## config.mk

```make
export PLATFORM = sky130hd
export DESIGN_NAME = direct_ring_network_manager
export DESIGN_NICKNAME = d
export VERILOG_FILES = /design/src/hw/rtl/drnm_pkg.sv /design/src/hw/rtl/drnm_core.sv /design/src/hw/rtl/direct_ring_network_manager.sv
export SDC_FILE = /design/constraint.sdc
export NUM_CORES = 1
export LEC_CHECK = 0
export BUFFER_PORTS_ARGS = -buffer_cell sky130_fd_sc_hd__buf_2
export CAP_MARGIN = 20
export CORE_MARGIN = 2
export CORE_UTILIZATION = 40
export DETAILED_ROUTE_END_ITERATION = 8
export GPL_TIMING_DRIVEN = 0
export PLACE_DENSITY = 0.57
export SYNTH_ARGS = -nofsm -noshare
export SYNTH_HDL_FRONTEND = slang
export SYNTH_SLANG_ARGS = --single-unit
```

## constraint.sdc

```tcl
create_clock -name i_clk -period 10.3 [get_ports i_clk]
set_clock_uncertainty 0.15 [all_clocks]
set_input_delay 2.06 -clock i_clk [delete_from_list [all_inputs] [get_ports i_clk]]
set_output_delay 2.06 -clock i_clk [all_outputs]
set_load 0.01 [all_outputs]
```

## src/hw/rtl/drnm_pkg.sv

```systemverilog
// Types, codes and constants shared by the direct ring network manager files.
package drnm_pkg;

    // NM states
    typedef enum logic [3:0] {
        ST_OFF       = 4'd0,
        ST_INIT      = 4'd1,
        ST_INITRESET = 4'd2,
        ST_NORMAL    = 4'd3,
        ST_NPREP     = 4'd4,
        ST_TWBSN     = 4'd5,
        ST_BUSSLEEP  = 4'd6,
        ST_LIMP      = 4'd7,
        ST_LPREP     = 4'd8,
        ST_TWBSL     = 4'd9
    } t_mode;

    // Event codes
    typedef enum logic [3:0] {
        OP_TICK   = 4'd0,
        OP_RX     = 4'd1,
        OP_START  = 4'd2,
        OP_STOP   = 4'd3,
        OP_SLEEP  = 4'd4,
        OP_AWAKE  = 4'd5,
        OP_TALK   = 4'd6,
        OP_SILENT = 4'd7,
        OP_WAKEUP = 4'd8,
        OP_BUSERR = 4'd9
    } t_op;

    // Configuration register indexes
    localparam logic [2:0] CFG_NODE_ID   = 3'd0;
    localparam logic [2:0] CFG_BASE_ID   = 3'd1;
    localparam logic [2:0] CFG_TX_THRESH = 3'd2;
    localparam logic [2:0] CFG_RX_THRESH = 3'd3;
    localparam logic [2:0] CFG_TYP       = 3'd4;
    localparam logic [2:0] CFG_MAX       = 3'd5;
    localparam logic [2:0] CFG_ERROR     = 3'd6;
    localparam logic [2:0] CFG_WBS       = 3'd7;

    // PDU opcode byte bits
    localparam logic [7:0] F_ALIVE = 8'h01;
    localparam logic [7:0] F_RING  = 8'h02;
    localparam logic [7:0] F_LIMP  = 8'h04;
    localparam logic [7:0] F_SI    = 8'h10;
    localparam logic [7:0] F_SA    = 8'h20;

    // Marker and status flag bits
    localparam logic [2:0] M_STABLE   = 3'b001;
    localparam logic [2:0] M_LIMP     = 3'b010;
    localparam logic [2:0] M_FIRST    = 3'b100;
    localparam logic [2:0] S_ACTIVE   = 3'b001;
    localparam logic [2:0] S_BUSSLEEP = 3'b010;
    localparam logic [2:0] S_CSTABLE  = 3'b100;

    // Alarm numbers
    localparam logic [1:0] A_TYP = 2'd0;
    localparam logic [1:0] A_MAX = 2'd1;
    localparam logic [1:0] A_ERR = 2'd2;
    localparam logic [1:0] A_WBS = 2'd3;

    // Configuration values
    typedef struct packed {
        logic [7:0]       node_id;
        logic [10:0]      base_id;
        logic [7:0]       tx_thresh;
        logic [7:0]       rx_thresh;
        logic [3:0][15:0] dur;
    } t_cfg;

    // Persistent manager state
    typedef struct packed {
        t_mode            mode;
        logic [7:0]       own_dest;
        logic [7:0]       own_flags;
        logic [7:0]       rx_cnt;
        logic [7:0]       tx_cnt;
        logic [2:0]       marker;
        logic [2:0]       status;
        logic [3:0]       run;
        logic [3:0][15:0] cnt;
    } t_nm_state;

    // State plus the frames sent while one event is handled
    typedef struct packed {
        t_nm_state       st;
        logic [1:0]      fn;
        logic [1:0][7:0] fdest;
        logic [1:0][7:0] fflg;
    } t_work;

endpackage

```

## src/hw/rtl/drnm_core.sv

```systemverilog
// Combinational event handler: next manager state and the frames of one event.
module drnm_core (
    input  drnm_pkg::t_cfg  i_cfg,
    input  drnm_pkg::t_nm_state i_state,
    input  logic [3:0]      i_opcode,
    input  logic [7:0]      i_rx_source,
    input  logic [7:0]      i_rx_dest,
    input  logic [7:0]      i_rx_flags,
    input  logic            i_acc_active,
    output drnm_pkg::t_work o_work
);
    import drnm_pkg::*;

    function automatic logic [7:0] f_sat(input logic [7:0] v);
        return (v == 8'hFF) ? v : v + 8'd1;
    endfunction

    function automatic t_work f_set(input t_work w, input logic [1:0] a);
        t_work r;
        r = w;
        r.st.run[a] = 1'b1;
        r.st.cnt[a] = '0;
        return r;
    endfunction

    function automatic t_work f_cancel(input t_work w, input logic [1:0] a);
        t_work r;
        r = w;
        r.st.run[a] = 1'b0;
        return r;
    endfunction

    // A running alarm counts one tick, saturating.
    function automatic t_work f_adv(input t_work w, input logic [1:0] a);
        t_work r;
        r = w;
        if (r.st.run[a] && r.st.cnt[a] != 16'hFFFF) begin
            r.st.cnt[a] = r.st.cnt[a] + 16'd1;
        end
        return r;
    endfunction

    function automatic logic f_to(input t_work w, input t_cfg c, input logic [1:0] a);
        return w.st.run[a] && (w.st.cnt[a] >= c.dur[a]);
    endfunction

    // Records the own PDU as a sent frame.
    function automatic t_work f_push(input t_work w);
        t_work r;
        r = w;
        if (r.fn != 2'd2) begin
            r.fdest[r.fn[0]] = r.st.own_dest;
            r.fflg[r.fn[0]]  = r.st.own_flags;
            r.fn = r.fn + 2'd1;
        end
        return r;
    endfunction

    // Reset of the ring; its own alive frame is confirmed in the reset state.
    function automatic t_work f_ir6(input t_work w, input t_cfg c);
        t_work r;
        r = w;
        r.st.mode      = ST_INITRESET;
        r.st.rx_cnt    = f_sat(r.st.rx_cnt);
        r.st.own_dest  = c.node_id;
        r.st.own_flags = '0;
        r.st.marker    = '0;
        r.st.run       = '0;
        if ((r.st.status & S_ACTIVE) != '0) begin
            r.st.tx_cnt    = f_sat(r.st.tx_cnt);
            r.st.own_flags = F_ALIVE;
            r = f_push(r);
            r.st.tx_cnt = '0;
        end
        if (r.st.tx_cnt <= c.tx_thresh && r.st.rx_cnt <= c.rx_thresh) begin
            r = f_set(r, A_TYP);
            r.st.mode = ST_NORMAL;
        end else begin
            r = f_set(r, A_ERR);
            r.st.mode = ST_LIMP;
        end
        return r;
    endfunction

    function automatic t_work f_ir5(input t_work w, input t_cfg c);
        t_work r;
        r = f_cancel(w, A_ERR);
        r.st.rx_cnt = '0;
        r.st.tx_cnt = '0;
        return f_ir6(r, c);
    endfunction

    function automatic t_work f_init3(input t_work w, input t_cfg c);
        t_work r;
        r = w;
        r.st.rx_cnt = '0;
        r.st.tx_cnt = '0;
        return f_ir6(r, c);
    endfunction

    // Send with immediate transmit confirmation.
    function automatic t_work f_send(input t_work w, input t_cfg c);
        t_work r;
        r = f_push(w);
        r.st.tx_cnt = '0;
        case (r.st.mode)
            ST_NORMAL: begin
                if ((r.st.own_flags & F_RING) != '0) begin
                    r = f_cancel(r, A_TYP);
                    r = f_set(r, A_MAX);
                    if ((r.st.own_flags & F_SI) != '0 &&
                        (r.st.status & S_BUSSLEEP) != '0) begin
                        r.st.own_flags = r.st.own_flags | F_SA;
                        r.st.mode = ST_NPREP;
                    end
                end
            end
            ST_NPREP: begin
                if ((r.st.own_flags & F_RING) != '0) begin
                    r = f_set(r, A_WBS);
                    r.st.mode = ST_TWBSN;
                end
            end
            ST_LIMP: begin
                if ((r.st.own_flags & F_LIMP) != '0) begin
                    r.st.marker = r.st.marker | M_LIMP;
                    if ((r.st.marker & M_FIRST) != '0) r = f_ir5(r, c);
                end
            end
            default: ;
        endcase
        return r;
    endfunction

    function automatic logic [7:0] f_succ(input logic [7:0] s, input logic [7:0] rr,
                                          input logic [7:0] l);
        logic [7:0] res;
        if (l == rr) res = s;
        else if (l < rr) res = (s < l || s >= rr) ? s : l;
        else res = (s < l && s >= rr) ? s : l;
        return res;
    endfunction

    function automatic logic f_skip(input logic [7:0] s, input logic [7:0] rr,
                                    input logic [7:0] d);
        logic res;
        if (d < rr) res = !(s < d) && (s < rr);
        else if (s < d) res = s < rr;
        else res = 1'b1;
        return res;
    endfunction

    function automatic t_work f_max_check(input t_work w, input t_cfg c);
        t_work r;
        r = f_adv(w, A_MAX);
        if (f_to(r, c, A_MAX)) begin
            r = f_cancel(r, A_MAX);
            r = f_ir6(r, c);
        end
        return r;
    endfunction

    function automatic t_work f_tick(input t_work w, input t_cfg c);
        t_work r;
        r = w;
        case (r.st.mode)
            ST_NORMAL: begin
                r = f_adv(r, A_TYP);
                if (f_to(r, c, A_TYP)) begin
                    r = f_cancel(r, A_TYP);
                    r = f_set(r, A_MAX);
                    if ((r.st.status & S_ACTIVE) != '0) begin
                        r.st.own_flags = F_RING;
                        if ((r.st.status & S_BUSSLEEP) != '0) begin
                            r.st.own_flags = r.st.own_flags | F_SI;
                        end
                        r.st.tx_cnt = f_sat(r.st.tx_cnt);
                        r = f_send(r, c);
                    end
                    if (r.st.tx_cnt > c.tx_thresh) begin
                        r.st.mode = ST_LIMP;
                        r = f_set(r, A_ERR);
                    end else if ((r.st.marker & M_STABLE) != '0) begin
                        r.st.status = r.st.status | S_CSTABLE;
                    end else begin
                        r.st.marker = r.st.marker | M_STABLE;
                    end
                end
                r = f_max_check(r, c);
            end
            ST_LIMP: begin
                r = f_adv(r, A_ERR);
                if (f_to(r, c, A_ERR)) begin
                    r = f_cancel(r, A_ERR);
                    r.st.own_flags = F_LIMP;
                    if ((r.st.status & S_BUSSLEEP) != '0) begin
                        r = f_set(r, A_MAX);
                        r.st.own_flags = r.st.own_flags | F_SI;
                        r.st.mode = ST_LPREP;
                    end else begin
                        r = f_set(r, A_ERR);
                    end
                    if ((r.st.status & S_ACTIVE) != '0) r = f_send(r, c);
                end
            end
            ST_NPREP: begin
                r = f_adv(r, A_TYP);
                if (f_to(r, c, A_TYP)) begin
                    r = f_cancel(r, A_TYP);
                    if ((r.st.status & S_ACTIVE) != '0) begin
                        r.st.own_flags = F_RING | F_SI | F_SA;
                        r = f_send(r, c);
                    end
                end
                r = f_max_check(r, c);
            end
            ST_TWBSN, ST_TWBSL: begin
                r = f_adv(r, A_WBS);
                if (f_to(r, c, A_WBS)) begin
                    r = f_cancel(r, A_WBS);
                    r.st.mode = ST_BUSSLEEP;
                end
            end
            ST_LPREP: begin
                r = f_adv(r, A_MAX);
                if (f_to(r, c, A_MAX)) begin
                    r = f_cancel(r, A_MAX);
                    r = f_set(r, A_WBS);
                    r.st.mode = ST_TWBSL;
                end
            end
            default: ;
        endcase
        return r;
    endfunction

    // Ring handling shared by normal and prepare-sleep states.
    function automatic t_work f_normal_std(input t_work w, input t_cfg c,
                                           input logic [7:0] src, input logic [7:0] dst,
                                           input logic [7:0] fl);
        t_work r;
        r = w;
        r.st.rx_cnt = '0;
        if ((fl & F_LIMP) == '0) begin
            r.st.own_dest = f_succ(src, c.node_id, r.st.own_dest);
            if ((fl & F_RING) != '0) begin
                r = f_cancel(r, A_TYP);
                r = f_cancel(r, A_MAX);
                if (dst == c.node_id || dst == src) begin
                    r = f_set(r, A_TYP);
                end else begin
                    r = f_set(r, A_MAX);
                    if (f_skip(src, c.node_id, dst) && (r.st.status & S_ACTIVE) != '0) begin
                        r.st.own_flags = F_ALIVE;
                        r.st.own_dest  = c.node_id;
                        if ((r.st.status & S_BUSSLEEP) != '0) begin
                            r.st.own_flags = r.st.own_flags | F_SI;
                        end
                        r = f_send(r, c);
                    end
                end
            end
        end
        return r;
    endfunction

    function automatic t_work f_twbs_limp(input t_work w);
        t_work r;
        r = f_set(w, A_WBS);
        r.st.mode = ST_TWBSL;
        return r;
    endfunction

    function automatic t_work f_rx(input t_work w, input t_cfg c, input logic [7:0] src,
                                   input logic [7:0] dst, input logic [7:0] fl,
                                   input logic acc);
        t_work r;
        logic  sa, si, limp, act, bs;
        r    = w;
        sa   = (fl & F_SA) != '0;
        si   = (fl & F_SI) != '0;
        limp = (w.st.marker & M_LIMP) != '0;
        act  = (w.st.status & S_ACTIVE) != '0;
        bs   = (w.st.status & S_BUSSLEEP) != '0;
        case (r.st.mode)
            ST_NORMAL, ST_NPREP: begin
                r = f_normal_std(r, c, src, dst, fl);
                if (sa && (r.st.status & S_BUSSLEEP) != '0) begin
                    r = f_set(r, A_WBS);
                    r.st.mode = ST_TWBSN;
                end
                if (r.st.mode == ST_NPREP && !si) r.st.mode = ST_NORMAL;
            end
            ST_TWBSN: begin
                if (!si) begin
                    r = f_cancel(r, A_WBS);
                    r = f_ir6(r, c);
                end
            end
            ST_LIMP: begin
                if (act) begin
                    if (limp) begin
                        if (sa && !acc) begin
                            r = f_twbs_limp(r);
                            r = f_cancel(r, A_ERR);
                        end else begin
                            r = f_ir5(r, c);
                        end
                    end else if (r.st.rx_cnt > c.rx_thresh) begin
                        r.st.marker = r.st.marker | M_FIRST;
                    end else if (sa) begin
                        r = f_twbs_limp(r);
                    end else begin
                        r = f_ir5(r, c);
                    end
                end else begin
                    if (limp) begin
                        if (bs && sa) r = f_twbs_limp(r);
                        else r = f_ir5(r, c);
                    end else if (sa) begin
                        r = f_twbs_limp(r);
                    end else begin
                        r = f_ir5(r, c);
                    end
                end
            end
            ST_LPREP: begin
                if (!sa) begin
                    r = f_init3(r, c);
                end else begin
                    r = f_set(r, A_WBS);
                    r = f_cancel(r, A_ERR);
                    r.st.mode = ST_TWBSL;
                end
            end
            ST_TWBSL: begin
                if (!si) begin
                    r = f_cancel(r, A_WBS);
                    r.st.mode = ST_LIMP;
                    r = f_set(r, A_ERR);
                end
            end
            default: ;
        endcase
        return r;
    endfunction

    function automatic t_work f_awake(input t_work w, input t_cfg c);
        t_work r;
        r = w;
        r.st.status = r.st.status & ~S_BUSSLEEP;
        case (r.st.mode)
            ST_NPREP: r.st.mode = ST_NORMAL;
            ST_TWBSN: begin
                r = f_cancel(r, A_WBS);
                r = f_ir6(r, c);
            end
            ST_BUSSLEEP: r = f_init3(r, c);
            ST_LPREP: begin
                r.st.mode = ST_LIMP;
                r = f_set(r, A_ERR);
            end
            ST_TWBSL: begin
                r = f_cancel(r, A_WBS);
                r.st.mode = ST_LIMP;
                r = f_set(r, A_ERR);
            end
            default: ;
        endcase
        return r;
    endfunction

    // Dispatch on the event code
    always_comb begin
        t_work w;
        w.st    = i_state;
        w.fn    = '0;
        w.fdest = '0;
        w.fflg  = '0;
        case (t_op'(i_opcode))
            OP_TICK: w = f_tick(w, i_cfg);
            OP_RX:   w = f_rx(w, i_cfg, i_rx_source, i_rx_dest, i_rx_flags, i_acc_active);
            OP_START: begin
                w.st.mode = ST_INIT;
                w = f_init3(w, i_cfg);
            end
            OP_STOP: w.st.mode = ST_OFF;
            OP_SLEEP: begin
                w.st.status = w.st.status | S_BUSSLEEP;
                if (w.st.mode == ST_NORMAL && (w.st.status & S_ACTIVE) == '0) begin
                    w.st.mode = ST_NPREP;
                end
            end
            OP_AWAKE:  w = f_awake(w, i_cfg);
            OP_TALK:   w.st.status = w.st.status | S_ACTIVE;
            OP_SILENT: w.st.status = w.st.status & ~S_ACTIVE;
            OP_WAKEUP: begin
                if (w.st.mode == ST_BUSSLEEP) w = f_init3(w, i_cfg);
            end
            OP_BUSERR: begin
                w = f_set(w, A_ERR);
                w.st.mode = ST_LIMP;
            end
            default: ;
        endcase
        o_work = w;
    end

endmodule

```

## src/hw/rtl/direct_ring_network_manager.sv

```systemverilog
// Top level of the direct ring network manager: registers, config port and result output.
// Usage:
//   Events enter on the s_axis channel: tuser carries the event code, tdata the
//   received PDU fields and the accessory status. Results leave on the m_axis
//   channel, one or two per event; tlast marks the final result of an event and
//   tuser says whether the result carries a transmitted frame.
//   Registers are to be written on the cfg channel (index, data) only while no event
//   is in flight; the block itself does not enforce this. The channel is always ready.
// Data path:
//   An accepted event is held in an input register, handled by the combinational
//   event logic and written to the result register, from which the first result
//   is shown. An event that sends one frame or none gives one result; an event
//   that sends two frames occupies the result register for both results, shown
//   one after the other.
// Reset and stalls:
//   Reset puts the manager in the init state with all alarms stopped, counters
//   and flags cleared and the registers at their default values. When the
//   receiver stalls, the result register holds, one more event waits in the
//   input register, and only then does s_axis tready fall.
module direct_ring_network_manager (
    input  logic        i_clk,
    input  logic        i_rst_n,
    input  logic        i_s_axis_tvalid,
    output logic        o_s_axis_tready,
    // [7:0] rx_source, [15:8] rx_dest, [23:16] rx_flags, [24] acc_active
    input  logic [31:0] i_s_axis_tdata,
    // [3:0] opcode
    input  logic [3:0]  i_s_axis_tuser,
    output logic        o_m_axis_tvalid,
    input  logic        i_m_axis_tready,
    // [10:0] tx_can_id, [18:11] tx_dest, [26:19] tx_flags, [30:27] nm_state,
    // [31] sleep_phase, [32] config_stable
    output logic [39:0] o_m_axis_tdata,
    // [0] tx_valid
    output logic        o_m_axis_tuser,
    output logic        o_m_axis_tlast,
    input  logic        i_cfg_valid,
    output logic        o_cfg_ready,
    input  logic [2:0]  i_cfg_index,
    input  logic [15:0] i_cfg_data
);
    import drnm_pkg::*;

    t_cfg       r_cfg;
    t_nm_state  r_state;
    t_work      w_work;

    logic       r_in_valid;
    logic [3:0] r_opcode;
    logic [7:0] r_src, r_dst, r_flg;
    logic       r_acc;

    logic            r_out_valid;
    logic            r_sel;
    logic [1:0]      r_fn;
    logic [1:0][7:0] r_fdest, r_fflg;
    t_mode           r_mode;
    logic            r_cst;

    logic w_consume, w_out_free, w_last, w_txv, w_sp;
    logic [1:0] w_num;

    assign o_cfg_ready = 1'b1;

    // Configuration registers
    always_ff @(posedge i_clk) begin
        if (!i_rst_n) begin
            r_cfg.node_id   <= 8'h17;
            r_cfg.base_id   <= 11'h100;
            r_cfg.tx_thresh <= 8'd4;
            r_cfg.rx_thresh <= 8'd8;
            r_cfg.dur[A_TYP] <= 16'd100;
            r_cfg.dur[A_MAX] <= 16'd260;
            r_cfg.dur[A_ERR] <= 16'd1000;
            r_cfg.dur[A_WBS] <= 16'd1500;
        end else if (i_cfg_valid) begin
            case (i_cfg_index)
                CFG_NODE_ID:   r_cfg.node_id   <= i_cfg_data[7:0];
                CFG_BASE_ID:   r_cfg.base_id   <= i_cfg_data[10:0];
                CFG_TX_THRESH: r_cfg.tx_thresh <= i_cfg_data[7:0];
                CFG_RX_THRESH: r_cfg.rx_thresh <= i_cfg_data[7:0];
                CFG_TYP:       r_cfg.dur[A_TYP] <= i_cfg_data;
                CFG_MAX:       r_cfg.dur[A_MAX] <= i_cfg_data;
                CFG_ERROR:     r_cfg.dur[A_ERR] <= i_cfg_data;
                CFG_WBS:       r_cfg.dur[A_WBS] <= i_cfg_data;
                default: ;
            endcase
        end
    end

    // Handshake control
    assign w_num      = (r_fn == 2'd0) ? 2'd1 : r_fn;
    assign w_last     = ({1'b0, r_sel} + 2'd1) == w_num;
    assign w_out_free = !r_out_valid || (i_m_axis_tready && w_last);
    assign w_consume  = r_in_valid && w_out_free;
    assign o_s_axis_tready = !r_in_valid || w_consume;

    // Input register
    always_ff @(posedge i_clk) begin
        if (!i_rst_n) begin
            r_in_valid <= 1'b0;
        end else if (o_s_axis_tready) begin
            r_in_valid <= i_s_axis_tvalid;
        end
    end

    always_ff @(posedge i_clk) begin
        if (o_s_axis_tready && i_s_axis_tvalid) begin
            r_opcode <= i_s_axis_tuser;
            r_src    <= i_s_axis_tdata[7:0];
            r_dst    <= i_s_axis_tdata[15:8];
            r_flg    <= i_s_axis_tdata[23:16];
            r_acc    <= i_s_axis_tdata[24];
        end
    end

    drnm_core u_core (
        .i_cfg        (r_cfg),
        .i_state      (r_state),
        .i_opcode     (r_opcode),
        .i_rx_source  (r_src),
        .i_rx_dest    (r_dst),
        .i_rx_flags   (r_flg),
        .i_acc_active (r_acc),
        .o_work       (w_work)
    );

    // Manager state
    always_ff @(posedge i_clk) begin
        if (!i_rst_n) begin
            r_state.mode      <= ST_INIT;
            r_state.own_dest  <= '0;
            r_state.own_flags <= '0;
            r_state.rx_cnt    <= '0;
            r_state.tx_cnt    <= '0;
            r_state.marker    <= '0;
            r_state.status    <= '0;
            r_state.run       <= '0;
            r_state.cnt       <= '0;
        end else if (w_consume) begin
            r_state <= w_work.st;
        end
    end

    // Result register, shown one result at a time
    always_ff @(posedge i_clk) begin
        if (!i_rst_n) begin
            r_out_valid <= 1'b0;
            r_sel       <= 1'b0;
        end else if (w_out_free) begin
            r_out_valid <= w_consume;
            r_sel       <= 1'b0;
        end else if (i_m_axis_tready) begin
            r_sel <= 1'b1;
        end
    end

    always_ff @(posedge i_clk) begin
        if (w_consume) begin
            r_fn    <= w_work.fn;
            r_fdest <= w_work.fdest;
            r_fflg  <= w_work.fflg;
            r_mode  <= w_work.st.mode;
            r_cst   <= (w_work.st.status & S_CSTABLE) != '0;
        end
    end

    // Output fields
    assign w_txv = {1'b0, r_sel} < r_fn;
    assign w_sp  = (r_mode == ST_TWBSN) || (r_mode == ST_BUSSLEEP) || (r_mode == ST_TWBSL);

    assign o_m_axis_tvalid = r_out_valid;
    assign o_m_axis_tuser  = w_txv;
    assign o_m_axis_tlast  = w_last;
    assign o_m_axis_tdata  = {7'd0, r_cst, w_sp, r_mode,
                              w_txv ? r_fflg[r_sel] : 8'd0,
                              w_txv ? r_fdest[r_sel] : 8'd0,
                              w_txv ? (r_cfg.base_id | {3'd0, r_cfg.node_id}) : 11'd0};

endmodule
```

Yosys cells after proc, flatten, opt, wreduce, memory -nomap -nowiden
Index checks and enable logic that the tools add are counted.
{"block": "totals", "register_bits": 278, "latchBits": 0, "wordCells": 575, "ram_bits": 0, "output_inout_bits": 45, "romBits": 0, "memories": 0, "in_bits": 60}
{"block": "op_classes", "mux": 249, "eq_ne": 102, "n_reduce_logical": 94, "mul": 0, "shift": 0, "magnitude_cmp": 55, "div_mod_pow": 0, "bitwise_logic": 18, "n_addsub": 15}
{"cell": "140-bit 2-to-1 mux", "n": 56}
{"cell": "144-bit 2-to-1 mux", "n": 50}
{"cell": "143-bit 2-to-1 mux", "n": 14}
{"cell": "144-bit case mux with 5 select lines", "n": 2}
{"cell": "125-bit 2-to-1 mux", "n": 7}
{"cell": "144-bit case mux with 3 select lines", "n": 2}
{"cell": "102-bit case mux with 6 select lines", "n": 1}
{"cell": "140-bit case mux with 4 select lines", "n": 1}
{"cell": "16-bit 2-to-1 mux", "n": 20}
{"cell": "8-bit 2-to-1 mux", "n": 40}
{"cell": "34-bit 2-to-1 mux", "n": 9}
{"cell": "8-bit less-or-equal comparator", "n": 28}
{"cell": "35-bit case mux with 5 select lines", "n": 1}
{"cell": "16-bit >= comparator", "n": 7}
{"cell": "105-bit 2-to-1 mux", "n": 1}
{"cell": "101-bit 2-to-1 mux", "n": 1}
{"cell": "16-bit by 1-bit adder with 16-bit output (second input constant)", "n": 6}
{"cell": "16-bit bitwise mux", "n": 6}
{"cell": "16-bit != test (second input constant)", "n": 6}
{"cell": "36-bit 2-to-1 mux", "n": 2}
{"cell": "20-bit AND reduction", "n": 3}
{"cell": "14-bit inverter", "n": 4}
{"cell": "4-bit by 3-bit == test with 1-bit output (second input constant)", "n": 13}
{"cell": "1-bit logical AND", "n": 46}
{"cell": "67 further kinds", "n": 207}

Depth between registers and ports, before layout
Gate-level depths: netlist of run 1.
{"block": "logic_depth", "ltp_word": 55, "depth_mapped": 34, "depth_no_buf": 31}

Hierarchy
From an unflattened synthesis of run 1, not the netlist that was laid out.
{"block": "unflattened", "hier_cells": 2921, "hier_area_um2": 22492.8}
{"mod": "drnm_core", "area_per_inst_um2": 11647.4, "cells_per_inst": 1836, "instances": 1, "seq_area_each_um2": 0.0}
{"mod": "direct_ring_network_manager", "area_per_inst_um2": 10845.4, "cells_per_inst": 1085, "instances": 1, "seq_area_each_um2": 6286.0}

Worst setup path after synthesis of run 1
Ideal clock, no wire load.
{"block": "synth_timing", "kind": "register to register", "start": "register r_state[10] (netlist bit)", "end": "register r_state[74] (netlist bit)", "setup_slack_ns": 2.533, "arrival_ns": 7.502, "setup_ns": 0.115, "stages_incl_launch_ff": 34, "synth_period_minus_slack_ns": 7.767, "cell_sequence": "dfxtp_1 nand3_1 or3_1 o41a_1 nand2_1 nor2_1 nand2_1 nor3_1 xor2_1 ha_1 nand4_1 or4_1 o32a_1 a21bo_2 clkbuf_1 and2_1 ha_1 and3_1 a21oi_1 clkbuf_1 nand2_1 nor3_1 xnor2_1 nor2_1 ha_1 nand2_1 a2111oi_0 a221o_1 o21ai_1 a21oi_1 nor3_1 or4_1 clkbuf_1 and3_1"}
{"block": "synth_via", "elab_chain_cells": 20}
{"element": "start, declared", "line": "direct_ring_network_manager.sv:45", "source": "t_nm_state r_state;"}
{"element": "start signal, assigned", "line": "direct_ring_network_manager.sv:141", "source": "r_state <= w_work.st;"}
{"element": "branches (longest 2 deep; another with 16-bit by 1-bit adder with 16-bit output)"}
{"element": "16-bit 2-to-1 mux *", "line": "drnm_core.sv:37", "source": "if (r.st.run[a] && r.st.cnt[a] != 16'hFFFF) begin"}
{"element": "branches (longest 15 deep; another with 16-bit >= comparator)"}
{"element": "144-bit case mux with 5 select lines *", "line": "drnm_core.sv:166", "source": "case (r.st.mode)"}
{"element": "35-bit case mux with 5 select lines *", "line": "drnm_core.sv:380", "source": "case (t_op'(i_opcode))"}
Every way passes the cells marked *. The select of a mux whose other input is x is not followed.
A chain may end at the register's enable or synchronous reset.

Worst setup path in the final report of run 1
{"block": "layout_timing", "start": "register r_state[10] (netlist bit)", "end": "register r_state[103] (netlist bit)"}
{"block": "layout_via", "elab_chain_cells": 20}
{"element": "branches (longest 2 deep; another with 16-bit by 1-bit adder with 16-bit output)"}
{"element": "16-bit 2-to-1 mux *", "line": "drnm_core.sv:37"}
{"element": "branches (longest 17 deep; another with 16-bit >= comparator)"}
Marks and branches as above.

==> flow_summary.json, run 1 <==
{
  "hpwlAfterDp_um": 49700,
  "grt_start_max_net_pins": 24,
  "synth_cells": 2332,
  "hold_slack_ps": 304,
  "drive_gt1_frac": 0.0784,
  "grt_pass1_wl_um": 98200,
  "final_cell_mix": "nand2_1, a21oi_1, dfxtp_1",
  "dr.pass1.iters": 8,
  "clock_latency_ps": 600,
  "end_kind": "register",
  "setup_tns_ps": 0,
  "rows": 77,
  "ys_ff_latch": 257,
  "slowest_stage": "a2111oi_1",
  "maxSlewHeadroom": 0.274,
  "ctsHtreeMaxLevel": 1,
  "crit_type": "reg2reg",
  "grt.overflow.total": 0,
  "synth.distinct_cells": 90,
  "clock_sinks": 257,
  "die_w_um": 216,
  "dieArea_mm2": 0.0465,
  "root_buffer": "clkbuf_16",
  "rsz0062_at_grt": "false",
  "cp_num_buf_inv": 3,
  "yosysSeqAreaShare": 0.317,
  "startpoint_type": "register",
  "synth_edf_count": 53,
  "maxCapViolCount": 0,
  "path_clk_slew_ps": 60,
  "clk_path_buf_depth": 3,
  "leakage_nw": 7.97,
  "slew_violations": 0,
  "period_share": 0.957,
  "worstPathMaxFanout": 10,
  "fillCellCount": 4444,
  "nets": 2665,
  "post-route-drc-count": 0,
  "setup_viol": 0,
  "multi_input_area_mm2": 0.0112,
  "grt_pass1_vias": 16705,
  "num_vias": 17887,
  "track_usage": 0.269,
  "port_buffers": 69,
  "hold_class": "reg2reg",
  "async_flop_share": 0,
  "antenna_found_initial": 2,
  "coreArea_mm2": 0.0442,
  "yosysWarnings": 0,
  "required_ps": 10670,
  "start_util": 0.405,
  "tritoncts": "yes",
  "ios": 105,
  "cpPeakStageDelay_ps": 640,
  "cp_top_family": "simple AND/OR/NAND/NOR gates",
  "hold_violations": 0,
  "power_density_mw_per_mm2": 127,
  "drt_iter0_markers": 1579,
  "antenna_left": 0,
  "critPathArrivalTime_ps": 10230,
  "die_y_um": 216,
  "gp_congestion": 0.986,
  "finalWirelength_um": 64500,
  "cts_made_buffers": 31,
  "netlist_area_mm2": 0.0179,
  "worst_pin_slew_ps": 1080,
  "min_period_ps": 9860,
  "vias_per_cell": 5.83,
  "clock.fmax_ghz": 0.101,
  "synth_ff_type": "dfxtp_1",
  "outcome": "complete, no violations",
  "syn_avg_cell_area_um2": 7.68,
  "wl_per_cell_um": 21.0,
  "area_growth_pct": 13.1,
  "final_common_cell": "nand2_1",
  "peakVddDrop_mv": 0.136,
  "register_area_mm2": 0.00568
}
-- cell usage after synthesis, types with 13 or more instances --
cell | number | area [um^2]
a21o_1 | 15 | 113
a21oi_1 | 239 | 1200
a22o_1 | 26 | 228
a31oi_1 | 20 | 125
and2_1 | 31 | 194
and3_1 | 32 | 200
buf_4 | 13 | 97.6
clkbuf_1 | 95 | 357
dfxtp_1 | 204 | 4080
edfxtp_1 | 53 | 1590
ha_1 | 156 | 1950
inv_1 | 132 | 495
mux2i_1 | 24 | 240
nand2_1 | 359 | 1350
nand2b_1 | 28 | 175
nand3_1 | 78 | 390
nand4_1 | 44 | 275
nor2_1 | 187 | 702
nor2b_1 | 38 | 238
nor3_1 | 42 | 210
o211ai_1 | 36 | 270
o21ai_0 | 136 | 681
xnor2_1 | 52 | 455
xor2_1 | 21 | 184
-- timing repair --
action,CTS,global route
endpoints found under the setup margin,0,36
hold buffers,0,0
buffers inserted,0,0
resized for setup,0,3
-- layer usage --
layer	GRT usage	wire length, um
met5	0	0
met4	0.0929	2220
met3	0.0355	4270
met2	0.434	29200
met1	0.368	28800
-- path summary, 6_finish.rpt --
kind                                  start  slack, ps            to  depth (start not counted)
worst max-delay path            r_state[10]        440  r_state[103]                         33
worst min-delay path              r_cfg[43]        300     r_cfg[43]                          2
worst max register to register  r_state[10]        440  r_state[103]                         33
worst min register to register    r_cfg[43]        300     r_cfg[43]                          2
-- flip-flops by register name, indices dropped and copies added (netlist names) --
name,cells
r_cfg,99
r_src,8
r_acc,1
r_fdest,16
r_dst,8
r_cst,1
r_fn,1
r_mode,4
o_m_axis_tvalid,1
r_flg,4
r_opcode,4
r_sel,1
r_in_valid,1
r_fflg,6
r_state,102
-- report_power, final --
part / leakage [nW] / internal (mW) / switching (mW)
sequential: 2.17 / 1.05 / 0.0192
combinational: 5.23 / 0.0937 / 0.203
clock: 0.568 / 0.731 / 0.479
-- per-stage QoR --
stage | cell area (um^2) | power, mW | setup WS (ps) | cells | util
floorplan | 18000 | 1.27 | 2530 | 2341 | -
global placement | 19000 | 1.38 | 590 | 3002 | 0.431
detailed placement | 19100 | 1.38 | 582 | 3008 | 0.433
CTS | 20300 | 2.59 | 508 | 3066 | 0.458
global route | 20300 | 2.66 | 37.2 | 3067 | 0.458
finish | 20300 | 2.58 | 442 | 3068 | 0.458
-- logic make-up after synthesis --
family                   count (synthesis)  synth area share
multiplexers                            26            0.0147
AND/OR/NAND/NOR                        926             0.246
adder cells (fa/ha/maj)                157             0.109
other                                    2          0.000419
XOR/XNOR                                73            0.0357
flip-flops                             257             0.317
AO/OA/AOI/OAI                          624             0.217
buffers and inverters                  267            0.0598
-- worst min-delay path, cell delays in order, from the launching register on --
cell and delay [ps]:
dfxtp_1 310, nand2_1 50, a21oi_1 50
-- layout make-up --
class | count | area share
multi-input cells | 1817 | 0.554
repair buffers | 75 | 0.0207
flip-flops and latches | 257 | 0.280
diodes | 2 | 0.000247
well taps | 592 | 0.0365
plain buffers | 134 | 0.0283
clock inverters | 19 | 0.0125
clock buffers | 39 | 0.0432
inverters | 133 | 0.0246
No activity file was read; power rests on OpenSTA's default activity.
==> inputs of run 2 (changes only) <==
- PLACE_DENSITY: 0.57 -> 0.59
- clock period: 10.3 -> 8.4 ns (I/O delays scaled with it)
==> run 2 against run 1 <==
Final area increased by 1.1%; count of clock-buffer cells in the layout increased by 9; first-iteration DRC count decreased by 3.8%; non-clock buffer count increased by 20; combinational power increased by 25%; fmax increased by 20%; sequential power increased by 22%; sequential share of layout area decreased by 0.30 points; critical endpoint is now r_state[98].
==> flow_summary.json, run 2 (synthesis results as in run 1) <==
{
  "outcome": "complete, no violations",
  "startpoint": "r_state[4]",
  "cp_top_family": "simple AND/OR/NAND/NOR gates",
  "drive_gt1_frac": 0.0955,
  "leakage_nw": 8.05,
  "startpoint_type": "register",
  "clock.fmax_ghz": 0.122,
  "num_vias": 18098,
  "crit_top_cell": "buf_4",
  "rrSetupSlack_ps": 200,
  "required_ps": 8710,
  "ctsHtreeMaxLevel": 2,
  "antennaDiodeCount": 0,
  "r2r-end": "r_state[98]",
  "maxCapViolCount": 0,
  "period_share": 0.976,
  "track_usage": 0.275,
  "hold_slack_ps": 299,
  "antenna_found_initial": 0,
  "cpPeakStageDelay_ps": 550,
  "hpwlAfterDp_um": 49700,
  "end_kind": "register",
  "clk_path_buf_depth": 3,
  "grt_start_max_net_pins": 25,
  "min_period_ps": 8200,
  "worstPathMaxFanout": 10,
  "coreArea_mm2": 0.0442,
  "port_buffers": 69,
  "area_growth_pct": 14.4,
  "ios": 105,
  "design_area_mm2": 0.0205,
  "grt_pass1_wl_um": 99900,
  "final_common_cell": "nand2_1",
  "start_util": 0.405,
  "worst_pin_slew_ps": 1100,
  "slew_violations": 0,
  "dr.pass1.iters": 6,
  "largest_reg_flops": 102,
  "rows": 77,
  "peakVddDrop_mv": 0.145,
  "root_buffer": "clkbuf_16",
  "grt_pass1_vias": 17409,
  "slowest_stage": "or4_1",
  "place_ws_ps": -1310,
  "gp_congestion": 0.976,
  "cp_num_buf_inv": 4,
  "hold_class": "reg2reg",
  "tritoncts": "yes",
  "setup_viol": 0,
  "cts_made_buffers": 34,
  "vias_per_cell": 5.87,
  "cp.depth": 34,
  "dieArea_mm2": 0.0465,
  "postPlaceCellArea_mm2": 0.0191,
  "die_y_um": 216,
  "final_cell_mix": "nand2_1, a21oi_1, dfxtp_1",
  "clock_latency_ps": 550,
  "wl_per_cell_um": 21.1,
  "hold_violations": 0,
  "die_w_um": 216,
  "clock_sinks": 257,
  "r2r_cells": 34,
  "grt.overflow.total": 0,
  "r2r_start": "r_state[4]",
  "nets": 2688,
  "critPathArrivalTime_ps": 8510,
  "largest_register": "r_state",
  "setup_tns_ps": 0,
  "setup_slack_ps": 204,
  "path_clk_slew_ps": 60,
  "maxSlewHeadroom": 0.264,
  "antenna_left": 0,
  "crit_type": "reg2reg",
  "reg_top3": "r_state: 102 flops, r_cfg: 99 flops, r_fdest: 16 flops",
  "power_density_mw_per_mm2": 150,
  "endpoint": "r_state[98]",
  "finalWirelength_um": 65200,
  "drt_iter0_markers": 1519,
  "post-route-drc-count": 0
}
==> run 2: through the flow <==
step | utilization | power, mW | cells
5_1_grt | 0.464 | 3.18 | 3084
3_5_place_dp | 0.432 | 1.69 | 3008
3_3_place_gp | 0.431 | 1.69 | 3002
4_1_cts | 0.461 | 3.08 | 3074
2_1_floorplan | - | 1.56 | 2341
6_report | 0.464 | 3.08 | 3084
==> run 2: layout make-up <==
cell class | count | area [um^2]
fillers | 4392 | 23700
inverters | 133 | 499
plain buffers | 133 | 596
flip-flops and latches | 257 | 5680
repair buffers | 96 | 566
clock buffers | 48 | 955
multi-input cells | 1817 | 11400
well taps | 592 | 741
clock inverters | 8 | 76.3
==> run 2: report_power, final <==
group	switching [mW]	internal, mW
logic	0.251	0.118
registers	0.0239	1.29
clock network	0.571	0.820
total	0.846	2.23
==> run 2: worst min-delay path by stage <==
stage	cells past startpoint	endpoint	slack, ps	startpoint
floorplan	1	r_state[13]	280	r_state[13]
global placement	1	r_state[13]	280	r_state[13]
detailed placement	2	r_cfg[90]	290	r_cfg[90]
CTS	2	r_cfg[90]	300	r_cfg[90]
global route	2	r_cfg[59]	320	r_cfg[59]
finish	2	r_cfg[90]	300	r_cfg[90]
==> run 2: worst min-delay path, cell delays in order (launching register included) <==
cell and delay, ps:
dfxtp_1 300, nand2_1 50, a21oi_1 50
==> run 2: routing by layer <==
layer  wire [um]  vias up  global-route usage
li1            -     8600                   -
met1       28300     8627               0.364
met2       29400      703               0.444
met3        4690      168              0.0464
met4        2800        0               0.115
met5           0        -                   0
==> run 2: repair_timing <==
action	CTS	global route
pin swaps	11	10
endpoints found under the setup margin	104	104
resized for setup	40	17
hold buffers	0	0
buffers inserted	11	8
cloned	0	0
==> inputs of run 3 (changes only) <==
- CAP_MARGIN: 20 -> default
- PLACE_DENSITY: 0.59 -> default
- PLACE_DENSITY_LB_ADDON: default -> 0.2
==> run 3 against run 2 <==
Combinational power barely moved; critical path depth fell by 1; via count fell by 0.68%; final area rose by 0.24%; setup slack improved by 77 ps; register-to-register slack improved by 80 ps; sequential power barely moved; power rose by 2.1%.
==> flow_summary.json, run 3 (synthesis results as in run 1) <==
{
  "dieArea_mm2": 0.0465,
  "die_y_um": 216,
  "wl_per_cell_um": 21.0,
  "end_kind": "register",
  "drive_gt1_frac": 0.0969,
  "required_ps": 8710,
  "num_vias": 17975,
  "cpPeakStageDelay_ps": 680,
  "maxSlewHeadroom": 0.0230,
  "coreArea_mm2": 0.0442,
  "antenna_left": 0,
  "final_common_cell": "nand2_1",
  "worst_pin_slew_ps": 1450,
  "port_buffers": 69,
  "setup_viol": 0,
  "ctsHtreeMaxLevel": 1,
  "grt_pass1_vias": 17116,
  "place_ws_ps": -1290,
  "pwr-share-clk": 0.464,
  "netSwitchingPower_mw": 0.856,
  "rrSetupSlack_ps": 280,
  "grt.overflow.total": 0,
  "die_w_um": 216,
  "fillCellCount": 4463,
  "antennaDiodeCount": 0,
  "tritoncts": "yes",
  "holdBufCountCts": 0,
  "track_usage": 0.271,
  "area_growth_pct": 14.7,
  "clock.fmax_ghz": 0.123,
  "hold_class": "reg2reg",
  "clock_latency_ps": 620,
  "power_frac_comb": 0.118,
  "nets": 2681,
  "startpoint_type": "register",
  "start_util": 0.405,
  "min_path_cells": 2,
  "maxCapViolCount": 0,
  "worstPathMaxFanout": 10,
  "fin_cells": 3080,
  "path_clk_slew_ps": 60,
  "grt_start_max_net_pins": 25,
  "outcome": "complete, no violations",
  "fin_util": 0.465,
  "r2r_cells": 33,
  "root_buffer": "clkbuf_16",
  "vias_per_cell": 5.84,
  "slowest_stage": "or4b_4",
  "register_area_mm2": 0.00568,
  "setup_slack_ps": 281,
  "rows": 77,
  "clk_path_buf_depth": 3,
  "drt_iter0_markers": 1634,
  "p_total_mw": 3.14,
  "leakage_nw": 8.09,
  "min_period_ps": 8120,
  "hpwlAfterDp_um": 49300,
  "peakVddDrop_mv": 0.171,
  "dr.pass1.iters": 5,
  "finalWirelength_um": 64600,
  "final_cell_mix": "nand2_1, a21oi_1, dfxtp_1",
  "clock_sinks": 257,
  "antenna_found_initial": 0,
  "gp_congestion": 0.967,
  "grt_pass1_wl_um": 98500,
  "dpl.cell_count": 3005,
  "hold_violations": 0,
  "p_int_mw": 2.28,
  "multi_input_area_mm2": 0.0114,
  "post-route-drc-count": 0,
  "critPathArrivalTime_ps": 8430,
  "cts_made_buffers": 31,
  "crit_type": "reg2reg",
  "power_density_mw_per_mm2": 153,
  "period_share": 0.967,
  "largest_reg_flops": 102,
  "ios": 105,
  "slew_violations": 0,
  "seqPwrFrac": 0.419,
  "switching_share": 0.273,
  "largest_register": "r_state",
  "reg_top3": "r_state: 102 flops, r_cfg: 99 flops, r_fdest: 16 flops"
}
==> run 3: changes by cell type in the layout (fill, tap and decap cells not counted), moves of 3 or more <==
| cell | previous run | this run |
|---|---|---|
| dfxtp_2 | 2 | 5 |
| bufinv_16 | 1 | 5 |
| dfxtp_1 | 202 | 199 |
| clkinv_2 | 2 | 7 |
| clkbuf_16 | 35 | 31 |
| clkbuf_1 | 95 | 90 |
==> run 3: worst paths after layout <==
check	startpoint	end
max reg2reg	r_state[10]	r_state[61]
min	r_cfg[90]	r_cfg[90]
max	r_state[10]	r_state[61]
min reg2reg	r_cfg[90]	r_cfg[90]
==> run 3: cell type report <==
| cell class | instances | share of cell area |
|---|---|---|
| Tap cell | 592 | 0.0360 |
| Timing Repair Buffer | 92 | 0.0272 |
| Clock inverter | 15 | 0.0108 |
| Clock buffer | 41 | 0.0420 |
| Buffer | 133 | 0.0289 |
| Multi-Input combinational cell | 1817 | 0.554 |
| Sequential cell | 257 | 0.277 |
| Inverter | 133 | 0.0243 |
==> run 3: power groups by stage <==
stage	Sequential [mW]	Combinational [mW]	Clock [mW]
3_3_place_gp	1.34	0.345	0
6_report	1.31	0.370	1.45
4_1_cts	1.31	0.359	1.47
3_5_place_dp	1.34	0.353	0
5_1_grt	1.32	0.402	1.52
2_1_floorplan	1.33	0.225	0
==> run 3: repair_timing <==
item | 4_1_cts | 5_1_grt
endpoints found under the setup margin | 104 | 103
buffers inserted | 9 | 11
pin swaps | 10 | 9
gates resized for setup | 36 | 25
==> run 3: through the flow <==
stage	TNS, ps	area (um^2)	hold WS, ps
2_1_floorplan	0	18000	276
3_3_place_gp	-98390	19000	284
3_5_place_dp	-97040	19100	292
4_1_cts	0	20400	303
5_1_grt	-490	20500	323
6_report	0	20500	302
==> run 3: metal layers <==
| metal | global-route usage | routed length (um) | share of wire | vias to the layer above |
|---|---|---|---|---|
| met5 | 0 | 0 | 0 | - |
| met4 | 0.118 | 2830 | 0.044 | 0 |
| met3 | 0.0474 | 5110 | 0.079 | 156 |
| met2 | 0.429 | 28900 | 0.45 | 683 |
| met1 | 0.361 | 27800 | 0.43 | 8553 |
| li1 | - | - | - | 8583 |
==> run 3: critical path: cells and delay by family (launching register included) <==
| family | cells | cell delay (ps) |
|---|---|---|
| AND/OR/NAND/NOR | 15 | 3180 |
| AO/OA/AOI/OAI | 10 | 2530 |
| buffers and inverters | 4 | 780 |
| adder cells (fa/ha/maj) | 3 | 720 |
| flip-flops | 1 | 390 |
| XOR/XNOR | 1 | 200 |
